<file path="config.mk">
export PLATFORM = sky130hd
export DESIGN_NAME = wesc_emit
export DESIGN_NICKNAME = d
export VERILOG_FILES = /design/src/rtl/wesc_pkg.sv /design/src/rtl/wesc_emit.sv
export VERILOG_INCLUDE_DIRS = /design/src /design/src/rtl
export SDC_FILE = /design/constraint.sdc
export NUM_CORES = 1
export LEC_CHECK = 0
export ABC_AREA = 0
export BUFFER_PORTS_ARGS = -buffer_cell sky130_fd_sc_hd__buf_4
export CORE_MARGIN = 8
export CORE_UTILIZATION = 25
export CTS_BUF_LIST = sky130_fd_sc_hd__clkbuf_16
export CTS_CLUSTER_DIAMETER = 40
export DETAILED_ROUTE_END_ITERATION = 16
export PLACE_DENSITY = 0.53
export SLEW_MARGIN = 10
export SYNTH_ARGS = -nofsm -noshare
export SYNTH_HDL_FRONTEND = slang
export SYNTH_SLANG_ARGS = --single-unit
</file>
<file path="constraint.sdc">
create_clock -name clk -period 5.6 [get_ports clk]
set_input_delay 0.28 -clock clk [delete_from_list [all_inputs] [get_ports clk]]
set_output_delay 0.28 -clock clk [all_outputs]
set_load 0.02 [all_outputs]
</file>
<file path="src/rtl/wave_equation_grid_stencil_core_macros.svh">
// Assertion macros shared by the stencil core modules.
`ifndef WAVE_EQUATION_GRID_STENCIL_CORE_MACROS_SVH
`define WAVE_EQUATION_GRID_STENCIL_CORE_MACROS_SVH

// Checked outside reset.
`define WESC_ASSERT(lbl, prop, msg) \
  lbl: assert property (@(posedge clk) disable iff (rst) prop) \
    else $error(msg);

// Checked at every edge, reset included.
`define WESC_ASSERT_ANY(lbl, prop, msg) \
  lbl: assert property (@(posedge clk) prop) else $error(msg);

`endif

</file>
<file path="src/rtl/wesc_pkg.sv">
// Types and constants of the wave equation stencil core.
package wesc_pkg;

  localparam int HeightW         = 16;
  localparam int CoefW           = 16;
  localparam int CountW          = 8;
  localparam int NsumW           = 18;
  localparam int ProdW           = 32;
  localparam int ProdNbW         = 34;
  localparam int AccW            = 36;
  localparam int FracBits        = 14;
  localparam int RoundBias       = 8192;
  localparam int HeightMax       = 32767;
  localparam int HeightMin       = -32768;
  localparam int MaxPointsPerRow = 256;
  localparam int CfgIdxW         = 3;
  localparam int CfgDataW        = 16;

  typedef enum logic [CfgIdxW-1:0] {
    CFG_COEF_PREV,
    CFG_COEF_CURRENT,
    CFG_COEF_NEIGHBOUR,
    CFG_COLS_IN_USE,
    CFG_ROWS_IN_USE
  } cfg_reg_t;

  typedef struct packed {
    logic signed [HeightW-1:0] cur_height;
    logic signed [HeightW-1:0] prev_height;
  } in_t;

  typedef struct packed {
    logic signed [HeightW-1:0] new_height;
    logic [CountW-1:0]         out_col;
    logic [CountW-1:0]         out_row;
    logic                      last_of_frame;
  } out_t;

  typedef struct packed {
    logic [CountW-1:0]         col;
    logic [CountW-1:0]         res_row;
    logic [CountW-1:0]         row;
    logic                      has_up;
    logic                      interior;
    logic                      last_row;
    logic                      row_end;
    logic signed [HeightW-1:0] prv;
    logic signed [HeightW-1:0] prev_above;
  } tag_t;

  typedef struct packed {
    tag_t                      tag;
    logic signed [HeightW-1:0] above;
    logic signed [NsumW-1:0]   nsum;
  } stencil_t;

  typedef struct packed {
    logic has_up;
    logic has_own;
    out_t up;
    out_t own;
  } pair_t;

endpackage

</file>
<file path="src/rtl/wesc_emit.sv">
// Output register that sends up to two results per grid point.
`include "wave_equation_grid_stencil_core_macros.svh"

module wesc_emit import wesc_pkg::*; (
  input  logic  clk,
  input  logic  rst,
  input  logic  pr_valid,
  output logic  pr_ready,
  input  pair_t pr_item,
  output logic  out_valid,
  input  logic  out_ready,
  output out_t  out_item
);

  logic v_up, v_own, take;
  out_t up, own;

  assign pr_ready  = (!v_up && !v_own) || (out_ready && (v_up ^ v_own));
  assign take      = pr_valid && pr_ready;
  assign out_valid = v_up || v_own;
  assign out_item  = v_up ? up : own;

  always_ff @(posedge clk) begin
    if (rst) begin
      v_up  <= 1'b0;
      v_own <= 1'b0;
    end else if (take) begin
      v_up  <= pr_item.has_up;
      v_own <= pr_item.has_own;
    end else if (out_valid && out_ready) begin
      if (v_up) begin
        v_up <= 1'b0;
      end else begin
        v_own <= 1'b0;
      end
    end
  end

  always_ff @(posedge clk) begin
    if (take) begin
      up  <= pr_item.up;
      own <= pr_item.own;
    end
  end

  `WESC_ASSERT(a_drain_order, v_up && v_own && out_ready |=> !v_up && v_own, "own result not kept after upper one")
  `WESC_ASSERT(a_last_own, out_valid && out_item.last_of_frame |-> !v_up, "frame end shown before upper result")

endmodule

</file>
==> reports/results.ini <==
[die]
io_pins=107
dieArea_um2=13530
core-area_um2=9774
dieHeight_um=116.3
start_util=0.2574
die_w_um=116.3
rows=36

[drt]
drc_errors=0
wl_per_cell_um=15.98
vias=1434
drtIter0Drc=68
drtAntennaViolNets=0
vias_per_cell=3.886
detail_route.wirelength_mm=5.896
dr.pass1.iters=2

[setup_path]
rrSetupSlack_ns=3.15
end_kind=register
critPathLaunchType=register
rr_worst_depth=5
r2r-start=v_up
crit_start=v_up
cp.required_ns=5.54
critPathCapture=up[30]
worst-path-max-fanout=67
path_class=reg -> reg
arrival_ns=2.39
r2r_end=up[30]

[logic_synthesis]
seq_area_frac_synth=0.8036
yosysWarnings=0
ys_seq_elements=68
syn-num-nets=190
synth.cell_area_um2=2516
ys_types=15
netlist_instances=117
syn_avg_cell_area_um2=21.51

[power_and_ir_drop]
design_power_total_mw=1.430
swShare=0.2101
power_density_nw_per_um2=376.6
power_frac_comb=0.127
seqPwrFrac=0.429
vdd_drop_max_mv=0.1658
p_int_mw=1.130
p_leak_nw=1.501
netSwitchingPower_mw=0.3005
p_clk_frac=0.444

[job]
drv_cap=0

[clocking]
cts_hold_buf=0
clk_latency_ns=0.32
cts_tree=yes
cts_resized=0
cts_htree_levels=3
numCtsBuffers=9
clock_path_buffers=2
clockRootBuffer=clkbuf_16
post_cts_buffers=0
cts.sinks=68
clkSlewWorstSetupHoldPaths_ns=0.06

[cells_and_area]
drive_above_1_share=0.6695
seq_area_um2=2022
final_cells=369
antennaDiodeCount=0
fin_nets=304
n_fill_cell=912
syn_to_final_growth_pct=50.97
fin_util=0.3886
multi_input_area_um2=455.4

[sta]
min_period_ns=2.445
tightestPinTransition_ns=0.8921
whs_ns=0.1338
setup_viol=0
hold_violations=0
maxSlewViolCount=0
fin_worst_skew_ns=0.006915
setup_tns_ns=0
slew_headroom=0.4053
rsz0062_at_grt=no
fmax_mhz=409.0
fin_crit_sh=0.4366

[worst_hold_path]
min_path_type=in -> reg
hold_depth=1

[placement]
dp_cells=353
hpwlAfterDp_mm=4.302
gp_congestion=0.7337
port_buffers=106

[global_route]
grt.total_usage=0.08777
grt_pass1_vias=1618
grt_max_degree=68
grt_pass1_wl_mm=8.845
antenna_found_initial=0
grt_overflow=0

[status]
status=finished clean

## cell type report
cell class | instances | area share
well taps | 133 | 0.04381
multi-input cells | 42 | 0.1199
flip-flops and latches | 68 | 0.5323
clock buffers | 9 | 0.05929
clock inverters | 7 | 0.03030
inverters | 3 | 0.002964
repair buffers | 107 | 0.2115
## critical path, stage by stage, from the launching register on
cell and delay, ns:
dfxtp_1 0.30, buf_4 0.40, inv_1 0.12, ha_1 0.30, a21o_1 0.16, and2_4 0.72
## power by group through the flow
stage	clock [mW]	sequential [mW]	combinational [mW]
4_1_cts	0.650	0.615	0.187
3_5_place_dp	0	0.625	0.186
5_1_grt	0.668	0.618	0.195
3_3_place_gp	0	0.623	0.185
6_report	0.634	0.614	0.182
2_1_floorplan	0	0.622	0.0917
## flip-flops by register name, summed over array words and instances, names as in the netlist
register,flops
v_own,1
v_up,1
up,33
own,33
## how the worst min path moves through the flow
stage | slack, ns | end | start
2_1_floorplan | 0.35 | v_up | rst
3_3_place_gp | 0.46 | own[21] | pr_item[21]
3_5_place_dp | 0.46 | up[10] | pr_item[43]
4_1_cts | 0.12 | up[32] | pr_item[65]
5_1_grt | 0.12 | own[25] | pr_item[25]
6_report | 0.13 | up[32] | pr_item[65]
## synth_stat cells, drive strengths merged
master / instances / area, µm²
buf: 4 / 27.52
mux2i: 1 / 10.01
ha: 1 / 12.51
mux2: 33 / 371.6
dfxtp: 2 / 40.04
edfxtp: 66 / 1982
and2: 1 / 8.760
nor2: 1 / 3.750
a21o: 1 / 7.510
and3: 1 / 7.510
o41ai: 1 / 16.27
nand4b: 1 / 8.760
inv: 3 / 11.26
a32oi: 1 / 8.760
## routing by layer
layer	part of all wire	up-vias	track usage
met5	0	-	0
met4	0.018	0	0.04667
met3	0.054	9	0.02999
met2	0.56	41	0.1533
met1	0.37	695	0.09146
li1	-	689	-
## stage by stage
step / setup slack (ns) / instance area, µm²
floorplan: 3.626 / 2516
global placement: 3.155 / 3458
detailed placement: 3.095 / 3458
CTS: 3.087 / 3799
global route: 2.951 / 3799
finish: 3.155 / 3799
## placed cells by master (no fill, tap or decap)
master	Yosys	final
buf_4	3	107
edfxtp_1	66	66
mux2_2	33	33
clkbuf_16	0	9
inv_1	3	3
bufinv_16	0	3
dfxtp_1	2	2
a21o_1	1	1
and2_4	1	1
mux2i_1	1	1
a32oi_1	1	1
nor2_1	1	1
and3_2	1	1
nand4b_1	1	1
o41ai_2	1	1
ha_1	1	1
clkinv_2	0	1
clkinvlp_4	0	1
clkinv_1	0	1
clkinv_4	0	1
## kinds of logic (layout without fill, tap and decap cells)
| kind of cell | after synthesis | after routing | share of synthesized area |
|---|---|---|---|
| buffers and inverters | 7 | 126 | 0.01541 |
| adder cells (fa/ha/maj) | 1 | 1 | 0.004972 |
| flip-flops | 68 | 68 | 0.8036 |
| multiplexers | 34 | 34 | 0.1517 |
| AO/OA/AOI/OAI | 3 | 3 | 0.01293 |
| AND/OR/NAND/NOR | 4 | 4 | 0.01144 |
No activity file was read; power rests on OpenSTA's default activity.
