[src/rtl/wave_equation_grid_stencil_core_macros.svh]
// Assertion macros shared by the stencil core modules.
`ifndef WAVE_EQUATION_GRID_STENCIL_CORE_MACROS_SVH
`define WAVE_EQUATION_GRID_STENCIL_CORE_MACROS_SVH

// Checked outside reset.
`define WESC_ASSERT(lbl, prop, msg) \
  lbl: assert property (@(posedge clk) disable iff (rst) prop) \
    else $error(msg);

// Checked at every edge, reset included.
`define WESC_ASSERT_ANY(lbl, prop, msg) \
  lbl: assert property (@(posedge clk) prop) else $error(msg);

`endif

[src/rtl/wesc_pkg.sv]
// Types and constants of the wave equation stencil core.
package wesc_pkg;

  localparam int HeightW         = 16;
  localparam int CoefW           = 16;
  localparam int CountW          = 8;
  localparam int NsumW           = 18;
  localparam int ProdW           = 32;
  localparam int ProdNbW         = 34;
  localparam int AccW            = 36;
  localparam int FracBits        = 14;
  localparam int RoundBias       = 8192;
  localparam int HeightMax       = 32767;
  localparam int HeightMin       = -32768;
  localparam int MaxPointsPerRow = 256;
  localparam int CfgIdxW         = 3;
  localparam int CfgDataW        = 16;

  typedef enum logic [CfgIdxW-1:0] {
    CFG_COEF_PREV,
    CFG_COEF_CURRENT,
    CFG_COEF_NEIGHBOUR,
    CFG_COLS_IN_USE,
    CFG_ROWS_IN_USE
  } cfg_reg_t;

  typedef struct packed {
    logic signed [HeightW-1:0] cur_height;
    logic signed [HeightW-1:0] prev_height;
  } in_t;

  typedef struct packed {
    logic signed [HeightW-1:0] new_height;
    logic [CountW-1:0]         out_col;
    logic [CountW-1:0]         out_row;
    logic                      last_of_frame;
  } out_t;

  typedef struct packed {
    logic [CountW-1:0]         col;
    logic [CountW-1:0]         res_row;
    logic [CountW-1:0]         row;
    logic                      has_up;
    logic                      interior;
    logic                      last_row;
    logic                      row_end;
    logic signed [HeightW-1:0] prv;
    logic signed [HeightW-1:0] prev_above;
  } tag_t;

  typedef struct packed {
    tag_t                      tag;
    logic signed [HeightW-1:0] above;
    logic signed [NsumW-1:0]   nsum;
  } stencil_t;

  typedef struct packed {
    logic has_up;
    logic has_own;
    out_t up;
    out_t own;
  } pair_t;

endpackage

[src/rtl/wesc_mac.sv]
// Weighted sum, rounding and saturation stages of the stencil core.
`include "wave_equation_grid_stencil_core_macros.svh"

module wesc_mac import wesc_pkg::*; (
  input  logic                    clk,
  input  logic                    rst,
  input  logic signed [CoefW-1:0] coef_prev,
  input  logic signed [CoefW-1:0] coef_current,
  input  logic signed [CoefW-1:0] coef_neighbour,
  input  logic                    st_valid,
  output logic                    st_ready,
  input  stencil_t                st_item,
  output logic                    pr_valid,
  input  logic                    pr_ready,
  output pair_t                   pr_item
);

  localparam int QW = AccW - FracBits;

  logic                      v3, v4, rdy3, rdy4, mv2, mv3;
  tag_t                      tag3, tag4;
  logic signed [ProdW-1:0]   p_prev, p_cur;
  logic signed [ProdNbW-1:0] p_nb;
  logic signed [AccW-1:0]    acc;
  logic signed [QW-1:0]      q;
  logic signed [HeightW-1:0] sat;

  assign rdy4     = !v4 || pr_ready;
  assign rdy3     = !v3 || rdy4;
  assign st_ready = rdy3;
  assign mv2      = st_valid && rdy3;
  assign mv3      = v3 && rdy4;
  assign pr_valid = v4;

  always_ff @(posedge clk) begin
    if (rst) begin
      v3 <= 1'b0;
      v4 <= 1'b0;
    end else begin
      if (rdy3) begin
        v3 <= st_valid;
      end
      if (rdy4) begin
        v4 <= v3;
      end
    end
  end

  always_ff @(posedge clk) begin
    if (mv2) begin
      tag3   <= st_item.tag;
      p_prev <= ProdW'(coef_prev) * ProdW'(st_item.tag.prev_above);
      p_cur  <= ProdW'(coef_current) * ProdW'(st_item.above);
      p_nb   <= ProdNbW'(coef_neighbour) * ProdNbW'(st_item.nsum);
    end
    if (mv3) begin
      tag4 <= tag3;
      acc  <= AccW'(p_prev) + AccW'(p_cur) + AccW'(p_nb) + AccW'(RoundBias);
    end
  end

  always_comb begin
    q = acc[AccW-1:FracBits];
    if (q > QW'(HeightMax)) begin
      sat = HeightW'(HeightMax);
    end else if (q < QW'(HeightMin)) begin
      sat = HeightW'(HeightMin);
    end else begin
      sat = q[HeightW-1:0];
    end
    pr_item.has_up            = tag4.has_up;
    pr_item.has_own           = tag4.last_row;
    pr_item.up.new_height     = tag4.interior ? sat : tag4.prev_above;
    pr_item.up.out_col        = tag4.col;
    pr_item.up.out_row        = tag4.res_row;
    pr_item.up.last_of_frame  = 1'b0;
    pr_item.own.new_height    = tag4.prv;
    pr_item.own.out_col       = tag4.col;
    pr_item.own.out_row       = tag4.row;
    pr_item.own.last_of_frame = tag4.row_end;
  end

  `WESC_ASSERT(a_s3_hold, v3 && !rdy4 |=> v3 && $stable(p_nb) && $stable(tag3), "product stage lost its request")

endmodule

[config.mk]
export PLATFORM = sky130hd
export DESIGN_NAME = wesc_mac
export DESIGN_NICKNAME = d
export VERILOG_FILES = /design/src/rtl/wesc_pkg.sv /design/src/rtl/wesc_mac.sv
export VERILOG_INCLUDE_DIRS = /design/src /design/src/rtl
export SDC_FILE = /design/constraint.sdc
export NUM_CORES = 2
export LEC_CHECK = 0
export BUFFER_PORTS_ARGS = -buffer_cell sky130_fd_sc_hd__buf_2
export CAP_MARGIN = 30
export CELL_PAD_IN_SITES_DETAIL_PLACEMENT = 1
export CELL_PAD_IN_SITES_GLOBAL_PLACEMENT = 2
export CORE_UTILIZATION = 46
export CTS_CLUSTER_SIZE = 28
export DETAILED_ROUTE_END_ITERATION = 10
export PLACE_DENSITY = 0.91
export SYNTH_ARGS = -nofsm -noshare
export SYNTH_HDL_FRONTEND = slang
export SYNTH_SLANG_ARGS = --single-unit
[constraint.sdc]
create_clock -name clk -period 21.6 [get_ports clk]
set_input_delay 3.24 -clock clk [delete_from_list [all_inputs] [get_ports clk]]
set_output_delay 3.24 -clock clk [all_outputs]
set_load 0.005 [all_outputs]
==> results.json <==
{
  "rows": 108,
  "grt_pass1_vias": 31300,
  "maxSlewHeadroom_pct": 39.5,
  "critPathLaunchType": "input pin",
  "grt_max_degree": 67,
  "via_per_inst": 5.23,
  "fin_nets": 5326,
  "io_buffer_count": 214,
  "grt_pass1_wl_mm": 169,
  "postSynthRegisterBits": 242,
  "wl_per_cell_um": 19.7,
  "period_needed_ns": 9.47,
  "drc": 0,
  "setup_violations": 0,
  "start_util_pct": 46.6,
  "netlist_area_um2": 40500,
  "finalClockSkew_ns": 0.0221,
  "async_reset_ff_share_pct": 0,
  "clk_pin_slew_ns": 0.07,
  "worst_ep_arrival_time_ns": 9.78,
  "root_buffer": "clkbuf_16",
  "post-cts-setup-buffers": 0,
  "tightest_slew_ns": 0.907,
  "hpwl_mm": 84.0,
  "synth_flop_cell": "edfxtp_1",
  "seq_area_frac_synth_pct": 17.9,
  "yosys-top-cells-area": "fa_1, edfxtp_1, ha_1",
  "fp.dieH_um": 299,
  "h-tree-depth": 1,
  "cts.sinks": 242,
  "pin_count": 216,
  "dieArea_um2": 89300,
  "max_cap_viol_count": 0,
  "core_um2": 87000,
  "fin_crit_sh_pct": 43.9,
  "synthCells": 3933,
  "yosys_warnings": 0,
  "status": "finished, final reports clean",
  "slew_viol_final": 0,
  "max_freq_ghz": 0.106,
  "endpoint_kind": "register",
  "final_common_cell": "inv_1",
  "synth_top_cell_area_share_pct": 41.8,
  "cts_hold_buf": 0,
  "cp.required_ns": 21.91,
  "grt.total_usage_pct": 24.0,
  "yosysUniqueCellTypes": 68,
  "overflow": 0,
  "hold_class": "reg -> reg",
  "drive_above_1_share_pct": 7.13,
  "drtIter0Drc": 1011,
  "die_w_um": 299,
  "syn_nets": 5242,
  "clockBufferDepth": 3,
  "path_class": "in -> reg",
  "final_cell_mix": "inv_1, fa_1, nand2_1, and2_1, ha_1",
  "avgSynthCellArea_um2": 10.3,
  "drt-total-wl_mm": 103,
  "clock_latency_ns": 0.58,
  "cts-buffers-inserted": 28,
  "ant_nets": 0,
  "cts_resized": 0,
  "num_vias": 27200,
  "hold_viol": 0,
  "grt_setup_unrepaired": "no",
  "dr.pass1.iters": 5,
  "yosysTopAreaCell": "fa_1",
  "place_congestion": 0.850,
  "setup-tns-final_ns": 0,
  "area_delta_synth_final_pct": 6.83,
  "crit_fanout": 16,
  "synth_edf_count": 240,
  "antenna_found_initial": 2,
  "cts_tree": "built"
}
-- per-layer routing --
metal	wire, um	vias to the layer above	GRT usage, %
li1	-	12000	-
met1	41900	14400	30.7
met2	54500	617	44.3
met3	3580	149	1.65
met4	2590	0	5.67
met5	0	-	0
-- cells in the mapped netlist, drive strengths merged (18+ instances only) --
cell type,number
and2,373
buf,56
ha,316
inv,924
clkbuf,110
o21bai,18
a21o,41
fa,847
nand2,423
o21ai,49
nand2b,21
nor2,108
edfxtp,240
a21oi,73
xnor2,94
xor2,27
nor3,22
nand3,22
-- cell type report --
cell class	instances	area, um2
Antenna cell	2	5.00
Multi-Input combinational cell	2600	29000
Sequential cell	242	7250
Inverter	925	3470
Clock inverter	22	288
Timing Repair Buffer	220	1140
Clock buffer	30	708
Tap cell	1155	1450
Fill cell	9643	43700
-- worst paths after layout --
kind / startpoint / endpoint / slack (ns) / depth (start not counted)
setup / recovery: coef_current[10] / p_cur[31] / 12.13 / 19
hold / removal: tag3[42] / pr_item[7] / 0.42 / 0
setup reg to reg: p_prev[12] / acc[29] / 17.39 / 12
hold reg to reg: tag3[42] / pr_item[7] / 0.42 / 0
-- worst max-delay path, stage by stage --
cell,delay (ns)
buf_2,0.32
nand2_1,0.14
fa_1,0.53
fa_1,0.58
fa_1,0.46
fa_1,0.54
inv_1,0.05
fa_1,0.50
fa_1,0.44
ha_1,0.36
a21oi_1,0.26
o211ai_1,0.19
or4_1,0.44
a31oi_1,0.34
o31ai_1,0.20
a31oi_1,0.45
nor3_1,0.16
o41ai_1,0.43
xnor2_1,0.13
-- flip-flops by register name, summed over array words and instances (netlist names) --
signal	flops
acc	22
p_cur	32
p_nb	34
pr_valid	1
pr_item	43
tag3	60
p_prev	32
tag4	17
v3	1
-- cell families after synthesis --
logic type                 count (synthesis)  share of synthesized area, %
other                                      1                       0.00925
AOI/OAI and AO/OA                        276                          4.53
adders and majority gates               1163                          51.6
DFF                                      242                          17.9
buffers and inverters                   1091                          10.6
xor gates and xnor gates                 121                          2.62
muxes                                      4                         0.105
and+or+nand+nor                         1035                          12.6
-- per-stage QoR --
step                      cells  hold WS [ns]  cell area (um2)  setup slack [ns]  utilization [%]
after floorplan            3933         0.400            40500             12.38                -
after global placement     5140         0.400            42300             11.85             48.6
after detailed placement   5142         0.406            42300             11.64             48.6
after CTS                  5194         0.419            43300             12.19             49.7
after global routing       5194         0.425            43300             11.89             49.7
final                      5196         0.416            43300             12.13             49.7
Power is not shown: default switching activity piles up to over one toggle a cycle in this logic, so the estimate is an artifact.
